<file path="src/sia_pkg.sv">
// ----------------------------------------------------------------------------
// sia_pkg
// Shared types and constants for the session id allocator.
// ----------------------------------------------------------------------------
package sia_pkg;

    localparam int MAX_ID_DEFAULT = 255;

    // pending map word width and bit index width
    localparam int WORD_W = 16;
    localparam int BIT_W  = 4;

    localparam int VERSION_W = 16;
    localparam logic [VERSION_W-1:0] VERSION_RESET = 16'd1;

    localparam int SID_W    = 16;
    localparam int APB_AW   = 3;
    localparam int APB_DW   = 32;

    typedef enum logic [0:0] {
        REG_EXPECTED_VERSION = 1'b0
    } reg_index_t;

    typedef enum logic [1:0] {
        KIND_HELLO   = 2'd0,
        KIND_READY   = 2'd1,
        KIND_RELEASE = 2'd2,
        KIND_UNUSED  = 2'd3
    } kind_t;

    typedef enum logic [2:0] {
        STATUS_OK         = 3'd0,
        STATUS_VERSION    = 3'd1,
        STATUS_EMPTY_NAME = 3'd2,
        STATUS_NO_FREE    = 3'd3,
        STATUS_UNKNOWN    = 3'd4
    } status_t;

endpackage

</file>
<file path="src/sia_map_mem.sv">
// ----------------------------------------------------------------------------
// sia_map_mem
// Pending map storage: one write port, one read port, registered read data.
// ----------------------------------------------------------------------------
module sia_map_mem #(
    parameter int WORDS  = 16,
    parameter int ADDR_W = 4
) (
    input  logic                     clk,
    input  logic                     we,
    input  logic [ADDR_W-1:0]        waddr,
    input  logic [sia_pkg::WORD_W-1:0] wdata,
    input  logic [ADDR_W-1:0]        raddr,
    output logic [sia_pkg::WORD_W-1:0] rdata
);

    logic [sia_pkg::WORD_W-1:0] mem [WORDS];

    always_ff @(posedge clk)
    begin
        if (we)
        begin
            mem[waddr] <= wdata;
        end
    end

    always_ff @(posedge clk)
    begin
        rdata <= mem[raddr];
    end

endmodule

</file>
<file path="src/session_id_allocator_handshake.sv">
// ----------------------------------------------------------------------------
// session_id_allocator_handshake
// Round robin session id allocator with a word-wise pending bitmap in RAM.
//
//   channel   signals                                  direction
//   input     in_valid/in_ready, kind, hello_version,
//             first_name_byte, target_id               in
//   output    out_valid/out_ready, status, assigned_id out
//   config    APB: psel penable pwrite paddr pwdata prdata pready
//
// One transaction at a time. Checks that fail, out-of-range ids and unused
// kinds go straight to S_RESP; ready/release pass through S_LOOKUP (one map
// RAM read and write back); hello passes through S_SCAN, one map word scanned
// per cycle starting at the round robin pointer.
// After reset a clearing pass writes MAX_ID/16+1 words (one per cycle) before
// in_ready rises. A stalled output holds the next result in the block.
// ----------------------------------------------------------------------------
module session_id_allocator_handshake #(
    parameter int MAX_ID = sia_pkg::MAX_ID_DEFAULT
) (
    input  logic                          clk,
    input  logic                          rst_n,

    input  logic                          in_valid,
    output logic                          in_ready,
    input  logic [1:0]                    kind,
    input  logic [sia_pkg::VERSION_W-1:0] hello_version,
    input  logic [7:0]                    first_name_byte,
    input  logic [sia_pkg::SID_W-1:0]     target_id,

    output logic                          out_valid,
    input  logic                          out_ready,
    output logic [2:0]                    status,
    output logic [sia_pkg::SID_W-1:0]     assigned_id,

    input  logic                          psel,
    input  logic                          penable,
    input  logic                          pwrite,
    input  logic [sia_pkg::APB_AW-1:0]    paddr,
    input  logic [sia_pkg::APB_DW-1:0]    pwdata,
    output logic [sia_pkg::APB_DW-1:0]    prdata,
    output logic                          pready
);

    localparam int WORD_W  = sia_pkg::WORD_W;
    localparam int BIT_W   = sia_pkg::BIT_W;
    localparam int NWORDS  = MAX_ID / WORD_W + 1;
    localparam int WADDR_W = (NWORDS > 1) ? $clog2(NWORDS) : 1;
    localparam int IDX_W   = WADDR_W + BIT_W;
    localparam int CNT_W   = $clog2(NWORDS + 1);

    typedef enum logic [2:0] {
        S_CLEAR,
        S_IDLE,
        S_LOOKUP,
        S_SCAN,
        S_RESP
    } state_t;

    state_t                          state_reg, state_next;
    logic [1:0]                      kind_reg, kind_next;
    logic [IDX_W-1:0]                sid_reg, sid_next;
    sia_pkg::status_t                res_status_reg, res_status_next;
    logic [sia_pkg::SID_W-1:0]       res_id_reg, res_id_next;
    logic [IDX_W-1:0]                next_id_reg, next_id_next;
    logic [WADDR_W-1:0]              cur_w_reg, cur_w_next;
    logic [CNT_W-1:0]                scan_cnt_reg, scan_cnt_next;
    logic [WADDR_W-1:0]              clr_cnt_reg, clr_cnt_next;
    logic                            out_valid_reg, out_valid_next;
    logic [2:0]                      out_status_reg, out_status_next;
    logic [sia_pkg::SID_W-1:0]       out_id_reg, out_id_next;
    logic [sia_pkg::VERSION_W-1:0]   version_reg;

    logic                            mem_we;
    logic [WADDR_W-1:0]              mem_waddr;
    logic [WORD_W-1:0]               mem_wdata;
    logic [WADDR_W-1:0]              mem_raddr;
    logic [WORD_W-1:0]               mem_rdata;

    logic                            sid_in_range;
    logic [WORD_W-1:0]               id_mask;
    logic [WORD_W-1:0]               ge_mask;
    logic [WORD_W-1:0]               pass_mask;
    logic [WORD_W-1:0]               free_bits;
    logic [BIT_W-1:0]                free_pos;
    logic [IDX_W-1:0]                found_id;
    logic [WADDR_W-1:0]              cur_w_inc;
    logic [BIT_W-1:0]                sid_bit;
    logic                            cfg_wr;

    function automatic logic [BIT_W-1:0] first_set(input logic [WORD_W-1:0] v);
        logic [BIT_W-1:0] pos;
        pos = '0;
        for (int i = WORD_W - 1; i >= 0; i--)
        begin
            if (v[i])
            begin
                pos = BIT_W'(i);
            end
        end
        return pos;
    endfunction

    sia_map_mem #(
        .WORDS  (NWORDS),
        .ADDR_W (WADDR_W)
    ) u_map (
        .clk   (clk),
        .we    (mem_we),
        .waddr (mem_waddr),
        .wdata (mem_wdata),
        .raddr (mem_raddr),
        .rdata (mem_rdata)
    );

    // APB register
    assign pready = 1'b1;
    assign cfg_wr = psel && penable && pwrite
                    && (paddr[2] == sia_pkg::REG_EXPECTED_VERSION);
    assign prdata = (paddr[2] == sia_pkg::REG_EXPECTED_VERSION)
                    ? {{(sia_pkg::APB_DW - sia_pkg::VERSION_W){1'b0}}, version_reg}
                    : '0;

    always_ff @(posedge clk or negedge rst_n)
    begin
        if (!rst_n)
        begin
            version_reg <= sia_pkg::VERSION_RESET;
        end
        else if (cfg_wr)
        begin
            version_reg <= pwdata[sia_pkg::VERSION_W-1:0];
        end
    end

    // scan helpers
    assign sid_in_range = (target_id != '0)
                          && (target_id <= sia_pkg::SID_W'(MAX_ID));
    assign cur_w_inc = (cur_w_reg == WADDR_W'(NWORDS - 1)) ? '0 : cur_w_reg + 1'b1;
    assign ge_mask   = {WORD_W{1'b1}} << next_id_reg[BIT_W-1:0];

    always_comb
    begin
        for (int j = 0; j < WORD_W; j++)
        begin
            id_mask[j] = ({cur_w_reg, BIT_W'(j)} != '0)
                         && ({cur_w_reg, BIT_W'(j)} <= IDX_W'(MAX_ID));
        end
    end

    always_comb
    begin
        if (scan_cnt_reg == '0)
        begin
            pass_mask = ge_mask;
        end
        else if (scan_cnt_reg == CNT_W'(NWORDS))
        begin
            pass_mask = ~ge_mask;
        end
        else
        begin
            pass_mask = {WORD_W{1'b1}};
        end
    end

    assign free_bits = ~mem_rdata & id_mask & pass_mask;
    assign free_pos  = first_set(free_bits);
    assign found_id  = {cur_w_reg, free_pos};
    assign sid_bit   = sid_reg[BIT_W-1:0];

    assign in_ready    = (state_reg == S_IDLE);
    assign out_valid   = out_valid_reg;
    assign status      = out_status_reg;
    assign assigned_id = out_id_reg;

    always_comb
    begin
        state_next      = state_reg;
        kind_next       = kind_reg;
        sid_next        = sid_reg;
        res_status_next = res_status_reg;
        res_id_next     = res_id_reg;
        next_id_next    = next_id_reg;
        cur_w_next      = cur_w_reg;
        scan_cnt_next   = scan_cnt_reg;
        clr_cnt_next    = clr_cnt_reg;
        out_valid_next  = out_valid_reg && !out_ready;
        out_status_next = out_status_reg;
        out_id_next     = out_id_reg;
        mem_we          = 1'b0;
        mem_waddr       = '0;
        mem_wdata       = '0;
        mem_raddr       = cur_w_reg;

        case (state_reg)
            S_CLEAR:
            begin
                mem_we    = 1'b1;
                mem_waddr = clr_cnt_reg;
                clr_cnt_next = clr_cnt_reg + 1'b1;
                if (clr_cnt_reg == WADDR_W'(NWORDS - 1))
                begin
                    state_next = S_IDLE;
                end
            end

            S_IDLE:
            begin
                if (in_valid)
                begin
                    kind_next       = kind;
                    sid_next        = target_id[IDX_W-1:0];
                    res_status_next = sia_pkg::STATUS_OK;
                    res_id_next     = '0;
                    state_next      = S_RESP;
                    case (kind)
                        sia_pkg::KIND_HELLO:
                        begin
                            if (hello_version != version_reg)
                            begin
                                res_status_next = sia_pkg::STATUS_VERSION;
                            end
                            else if (first_name_byte == '0)
                            begin
                                res_status_next = sia_pkg::STATUS_EMPTY_NAME;
                            end
                            else
                            begin
                                mem_raddr     = next_id_reg[IDX_W-1:BIT_W];
                                cur_w_next    = next_id_reg[IDX_W-1:BIT_W];
                                scan_cnt_next = '0;
                                state_next    = S_SCAN;
                            end
                        end
                        sia_pkg::KIND_READY, sia_pkg::KIND_RELEASE:
                        begin
                            if (sid_in_range)
                            begin
                                mem_raddr  = target_id[IDX_W-1:BIT_W];
                                state_next = S_LOOKUP;
                            end
                            else if (kind == sia_pkg::KIND_READY)
                            begin
                                res_status_next = sia_pkg::STATUS_UNKNOWN;
                            end
                        end
                        default:
                        begin
                        end
                    endcase
                end
            end

            S_LOOKUP:
            begin
                mem_waddr = sid_reg[IDX_W-1:BIT_W];
                mem_wdata = mem_rdata & ~(WORD_W'(1) << sid_bit);
                if (kind_reg == sia_pkg::KIND_RELEASE || mem_rdata[sid_bit])
                begin
                    mem_we = 1'b1;
                end
                else
                begin
                    res_status_next = sia_pkg::STATUS_UNKNOWN;
                end
                state_next = S_RESP;
            end

            S_SCAN:
            begin
                if (free_bits != '0)
                begin
                    mem_we       = 1'b1;
                    mem_waddr    = cur_w_reg;
                    mem_wdata    = mem_rdata | (WORD_W'(1) << free_pos);
                    res_id_next  = sia_pkg::SID_W'(found_id);
                    next_id_next = (found_id == IDX_W'(MAX_ID)) ? IDX_W'(1)
                                                               : found_id + 1'b1;
                    state_next   = S_RESP;
                end
                else if (scan_cnt_reg == CNT_W'(NWORDS))
                begin
                    res_status_next = sia_pkg::STATUS_NO_FREE;
                    state_next      = S_RESP;
                end
                else
                begin
                    mem_raddr     = cur_w_inc;
                    cur_w_next    = cur_w_inc;
                    scan_cnt_next = scan_cnt_reg + 1'b1;
                end
            end

            S_RESP:
            begin
                if (!out_valid_reg || out_ready)
                begin
                    out_valid_next  = 1'b1;
                    out_status_next = res_status_reg;
                    out_id_next     = res_id_reg;
                    state_next      = S_IDLE;
                end
            end

            default:
            begin
                state_next = S_IDLE;
            end
        endcase
    end

    always_ff @(posedge clk or negedge rst_n)
    begin
        if (!rst_n)
        begin
            state_reg     <= S_CLEAR;
            clr_cnt_reg   <= '0;
            next_id_reg   <= IDX_W'(1);
            out_valid_reg <= 1'b0;
            scan_cnt_reg  <= '0;
        end
        else
        begin
            state_reg     <= state_next;
            clr_cnt_reg   <= clr_cnt_next;
            next_id_reg   <= next_id_next;
            out_valid_reg <= out_valid_next;
            scan_cnt_reg  <= scan_cnt_next;
        end
    end

    always_ff @(posedge clk)
    begin
        kind_reg       <= kind_next;
        sid_reg        <= sid_next;
        res_status_reg <= res_status_next;
        res_id_reg     <= res_id_next;
        cur_w_reg      <= cur_w_next;
        out_status_reg <= out_status_next;
        out_id_reg     <= out_id_next;
    end

endmodule
</file>
<file path="config.mk">
export PLATFORM = sky130hd
export DESIGN_NAME = session_id_allocator_handshake
export DESIGN_NICKNAME = d
export VERILOG_FILES = /design/src/sia_pkg.sv /design/src/sia_map_mem.sv /design/src/session_id_allocator_handshake.sv
export SDC_FILE = /design/constraint.sdc
export NUM_CORES = 1
export LEC_CHECK = 0
export ABC_AREA = 1
export BUFFER_PORTS_ARGS = -buffer_cell sky130_fd_sc_hd__buf_4
export CORE_MARGIN = 2
export CORE_UTILIZATION = 50
export CTS_BUF_LIST = sky130_fd_sc_hd__clkbuf_4 sky130_fd_sc_hd__clkbuf_8
export DETAILED_ROUTE_END_ITERATION = 10
export MAX_ROUTING_LAYER = met4
export PLACE_DENSITY = 0.69
export SLEW_MARGIN = 0
export SYNTH_ARGS = -nofsm -noshare
export SYNTH_HDL_FRONTEND = slang
export SYNTH_SLANG_ARGS = --single-unit
</file>
<file path="constraint.sdc">
create_clock -name clk -period 5.52 [get_ports clk]
set_input_delay 0.552 -clock clk [delete_from_list [all_inputs] [get_ports clk]]
set_output_delay 0.552 -clock clk [all_outputs]
set_load 0.01 [all_outputs]
</file>
Word level (Yosys, flattened, before mapping)
Memories as Yosys holds them, arrays and structs flattened. A register that Yosys moved wholly into a read port is not among the register bits. Index checks and enable logic that the tools add are counted.

Bits in read-only memories: 0. Bits in registers: 89. Memories: 1. Bits in latches: 0. Memory bits (writable): 256. Word-level logic and storage cells: 174.

Memories: u_map.mem (words 16, bits a word 16, read ports 1, clocked after Yosys merged registers in 1, write ports 1, line sia_map_mem.sv:17) `logic [sia_pkg::WORD_W-1:0] mem [WORDS];`.

Eq/ne operators: 24. Shift-type cells: 3. Bitwise gates (word level): 8. Muxes and demuxes: 75. Order comparisons: 18. $add $sub $neg: 4. Reductions and logical operators: 28. Divide/modulo/power cells: 0. Multiply operators: 0.

Operator list (count): <= comparator 8 bit (second input constant) (16); 2-to-1 mux 4 bit (26); 2-to-1 mux 16 bit (6); case mux 16 bit (2 select lines) (2); bitwise AND 16 bit (3); NOT 16 bit (3); 2-to-1 mux 3 bit (14); nonzero test 16 bit (2); << shifter 1 x 4 -> 16 bit (first input constant) (2); 2-to-1 mux 5 bit (6); case mux 4 bit (2 select lines) (3); inequality test 2 bit (second input constant) (10); <= comparator 16 x 8 -> 1 bit (second input constant) (1); inequality test 16 bit (1); OR 16 bit (1); << shifter 16 x 4 -> 16 bit (first input constant) (1); case mux 3 bit (5 select lines) (1); case mux 3 bit (2 select lines) (2); case mux 4 bit (3 select lines) (1); case mux 5 bit (2 select lines) (1); case mux 3 bit (3 select lines) (1); adder 4 x 1 -> 4 bit (second input constant) (2); adder 8 x 1 -> 8 bit (second input constant) (1); equality test 4 bit (second input constant) (2); other kinds (33) (52).

Longest topological paths before layout
Word-level depth: 25. Gate-level depth with buffers: 29.

Hierarchy
A second synthesis with hierarchy kept.

Cells, all modules: 1753. Area total of the unflattened synthesis: 16555.9 um2.

Modules (own cells, without submodules): sia_map_mem (instances 1, sequential area each 8007.7 um2, cells an instance 1076, area an instance 11379.7 um2); session_id_allocator_handshake (instances 1, sequential area each 2009.4 um2, cells an instance 677, area an instance 5176.2 um2).

Worst setup path after synthesis
OpenSTA, ideal clock, no wires.

Path type: reg-to-reg. Start point: register scan_cnt_reg[0]. End point: memory u_map.mem[0][4] in the netlist's numbering, data pin. Setup slack: 2.244 ns. Stages on the path, launching flop included: 27. Setup time: 0.330 ns. Data arrival time: 2.946 ns. Period minus slack after synthesis: 3.276 ns. Path through: dfrtp_1 -> inv_1 -> ha_1 -> nand2_1 -> nor2_2 -> nand2_2 -> buf_6 -> nand2_1 -> inv_1 -> nand2_1 -> nand2_1 -> nand2_1 -> nand2_1 -> nand2_1 -> nand2_1 -> nand2_1 -> nand2_1 -> nand2_1 -> nand2_1 -> nand2_1 -> nand2_1 -> nand2_1 -> nand2_1 -> nand2_1 -> ha_1 -> a31oi_1 -> o21ai_0.

Cells in the longest elaborated chain, start to end: 24. Elaborated cells on any way between the ends: 26.

RTL lines: from (decl) (line session_id_allocator_handshake.sv:67) `logic [CNT_W-1:0] scan_cnt_reg, scan_cnt_next;`; from (signal assigned) (line session_id_allocator_handshake.sv:329) `scan_cnt_reg <= scan_cnt_next;`; equality test 5 bit (line session_id_allocator_handshake.sv:157) `else if (scan_cnt_reg == CNT_W'(NWORDS))`; 2-to-1 mux 16 bit (line session_id_allocator_handshake.sv:157); 2-to-1 mux 16 bit (*) (line session_id_allocator_handshake.sv:153) `if (scan_cnt_reg == '0)`; bitwise AND 16 bit (*) (line session_id_allocator_handshake.sv:167) `assign free_bits = ~mem_rdata & id_mask & pass_mask;`; 2-to-1 mux 4 bit (16 in series) (line session_id_allocator_handshake.sv:96) `if (v[i])`; << shifter 1 x 4 -> 16 bit (line session_id_allocator_handshake.sv:276) `mem_wdata = mem_rdata | (WORD_W'(1) << free_pos);`; OR 16 bit (line session_id_allocator_handshake.sv:276); 2-to-1 mux 16 bit (*) (line session_id_allocator_handshake.sv:272) `if (free_bits != '0)`; case mux 16 bit (2 select lines) (*) (line session_id_allocator_handshake.sv:196) `case (state_reg)`; via mem_wdata[4] (line session_id_allocator_handshake.sv:76) `logic [WORD_W-1:0] mem_wdata;`; to (decl) (line sia_map_mem.sv:17).

Mark *: on every way through the listed nets, which the timed path passes. The rest lies on a longest branch.

Worst setup path in the final report
Start point: register state_reg[2]. End point: memory u_map.mem[10][1] in the netlist's numbering (enable).

Cells in the longest elaborated chain, start to end: 4. Elaborated cells on any way between the ends: 7.

RTL lines: from (decl) (line session_id_allocator_handshake.sv:60) `state_t state_reg, state_next;`; from (signal assigned) (line session_id_allocator_handshake.sv:325) `state_reg <= state_next;`; equality test 3 x 2 -> 1 bit or zero test 3 bit (tied branches) (line session_id_allocator_handshake.sv:196); case mux 1 bit (3 select lines) (line session_id_allocator_handshake.sv:196); 2-to-1 mux 1 bit (line sia_map_mem.sv:21) `if (we)`; 2-to-1 mux 1 bit (implied by the code) (line sia_map_mem.sv:23) `mem[waddr] <= wdata;`.

Several ways; a longest one is shown, not always the timed one.

==> out/metrics.yaml <==
worst_hold_path:
  hold_start: "kind[1]"
  hp-class: "in -> reg"
  hold_path_end: "kind_reg[1]"
  whs_path_depth: 1
grt:
  grt-busiest-layer: "met2"
  grt_max_degree: 74
  antenna_found_initial: 0
  grt_overflow: 0
  grt_pass1_vias: 12000
  use_met1_pct: 32.6
  use_met2_pct: 39.9
  grtUsageTotal_pct: 24.9
  grt_pass1_wl_um: 66100
  grt_use_met3_pct: 4.16
yosys:
  syn_inst: 1719
  ys_types: 51
  syn-cell-area_um2: 16600
  yosys_warnings: 0
  synth_common_cells: "nand2_1 (433), edfxtp_1 (292), nand3_1 (272)"
  synth_largest_area_cell: "edfxtp_1"
  avgSynthCellArea_um2: 9.67
  ys_seq_elements: 345
  yosysMostFrequentCell: "nand2_1"
  synthArstFlopShare_pct: 10.7
  yosys-top-cells-area: "edfxtp_1 (53%), nand2_1 (9.8%), nand3_1 (8.2%), dfrtp_1 (5.3%), inv_1 (3.8%)"
  synth-edff-count: 292
  ys.flop_type: "edfxtp_1"
  yosysSeqAreaShare_pct: 60.2
  netlist.area_leader.share_pct: 52.7
clock_network:
  post-cts-setup-buffer-count: 0
  cts_resized: 0
  path_clk_slew_ns: 0.06
  hold_buffers: 1
  cts.sinks: 345
  tritoncts: "yes"
  cts_max_path_buffers: 3
  cts_max_level: 2
  worstSkewPairLatency_ns: 0.62
  root_buffer: "clkbuf_8"
  cts_made_buffers: 56
cells_and_area:
  antennaDiodeCount: 0
  fin_nets: 1919
  drive_gt1_share_pct: 15.3
  synthToLayoutAreaGrowth_pct: 13.8
  stdcell_count: 2313
  design_area_um2: 18900
  largest_reg_flops: 256
  fill_cells: 2779
floorplanning:
  io_pins: 138
  initial_core_util_pct: 51.0
  die_w_um: 186
  dieArea_um2: 34700
  dieHeight_um: 186
  rows: 66
  core_um2: 32600
sta:
  setup_viol: 0
  fmax_mhz: 228
  slew_viol_final: 0
  worst_slew_pin_slew_ns: 1.24
  grt_setup_unrepaired: "no"
  fin_setup_tns_ns: 0
  maxSlewHeadroom_pct: 16.4
  hold_viol: 0
  min_period_ns: 4.40
  finalCritPeriodShare_pct: 79.6
  hold-worst-slack_ns: 0.172
  clock_skew_ns: 0.0358
drt:
  ant_nets: 0
  wl_um: 42900
  via_per_inst: 5.43
  detail_route.wl_per_cell_um: 18.6
  first_iter_violations: 1123
  drc: 0
  first_pass_iters: 6
  vias: 12600
critical_path:
  worst_r2r_startpoint: "state_reg[2]"
  end_kind: "flip-flop"
  reg2reg_to: "u_map.mem[10][1]"
  start_kind: "flip-flop"
  reg2reg_depth: 10
  r2r_slack_ns: 1.12
  path_max_fanout: 20
  critical_path_required_ns: 5.73
  criticalPathCategory: "reg -> reg"
  crit_arrival_ns: 4.60
power:
  leakage_nw: 7.85
  powerDensity_nw_per_um2: 475
  p_total_mw: 9.00
  ir_worst_vdd_v: 0.000387
place:
  hpwl_um: 26800
  place.gp.congestion: 0.896
  dp.cells: 2207
  dpl-instance-area_um2: 17700
  io_buffer_count: 94
job:
  maxCapViolations: 0
status:
  outcome: "finished, final reports clean"
## report_power, final
| part | switching, mW | internal, mW |
|---|---|---|
| registers | 0.166 | 3.17 |
| clock network | 0.998 | 1.28 |
| logic | 2.34 | 1.04 |
| total | 3.50 | 5.49 |
## critical path, stage by stage, from the launching register on
cell and delay (ns):
dfrtp_1 0.42, nor2_1 0.41, inv_1 0.29, nor2_2 0.44, inv_2 0.26, nor2_1 0.16
buf_4 0.24, inv_1 0.33, nand3_1 0.29, nand3_1 0.25, nor2_2 0.91
## worst max-delay path by stage
stage / start / endpoint / slack, ns / depth (start not counted)
after floorplan: scan_cnt_reg[0] / u_map.mem[0][4] / 2.24 / 26
after global placement: state_reg[2] / u_map.mem[11][6] / 1.25 / 10
after detailed placement: state_reg[2] / u_map.mem[10][6] / 1.20 / 10
after CTS: state_reg[2] / u_map.mem[10][1] / 1.20 / 10
after global routing: state_reg[2] / u_map.mem[11][7] / 0.85 / 10
final: state_reg[2] / u_map.mem[10][1] / 1.12 / 10
## stage by stage
stage	worst slack [ns]	util [%]
floorplan	2.24	-
global placement	1.25	54.3
detailed placement	1.20	54.3
CTS	1.20	58.0
global route	0.847	58.0
finish	1.12	58.0
## cells by family after synthesis
kind of cell	Yosys count	synth area share (%)
adders and majority gates	11	0.828
xor gates and xnor gates	15	0.790
other	2	0.0452
buffers and inverters	283	7.76
DFF	345	60.2
and+or+nand+nor	928	25.2
AOI/OAI and AO/OA	135	5.15
## cell usage in the layout (no fill, tap or decap), drive strengths merged, types with 5 or more instances in the layout
| master | instances |
|---|---|
| nor2 | 117 |
| nor3 | 17 |
| o211ai | 9 |
| dfxtp | 16 |
| o21ai | 50 |
| dfrtp | 35 |
| a21oi | 35 |
| clkinv | 17 |
| clkbuf | 89 |
| inv | 176 |
| a31oi | 5 |
| buf | 128 |
| o311ai | 10 |
| o22ai | 6 |
| nor4 | 5 |
| nand2 | 445 |
| conb | 25 |
| nand3b | 48 |
| xnor2 | 12 |
| nand3 | 273 |
| ha | 11 |
| nand4 | 14 |
| edfxtp | 292 |
## area by class of cell
class	count	area (um^2)	share of cell area, %
well taps	442	553	2.92
flip-flops and latches	345	10000	52.9
multi-input cells	1114	5480	29.0
clock buffers	89	1110	5.88
repair buffers	129	1010	5.33
clock inverters	16	83.8	0.443
inverters	178	668	3.53
## per-layer routing
| metal | vias to the layer above | wire length [um] |
|---|---|---|
| met5 | - | 0 |
| met4 | 0 | 1010 |
| met3 | 78 | 3080 |
| met2 | 461 | 20700 |
| met1 | 6029 | 18100 |
| li1 | 6002 | - |
No activity file was read; power rests on OpenSTA's default activity.
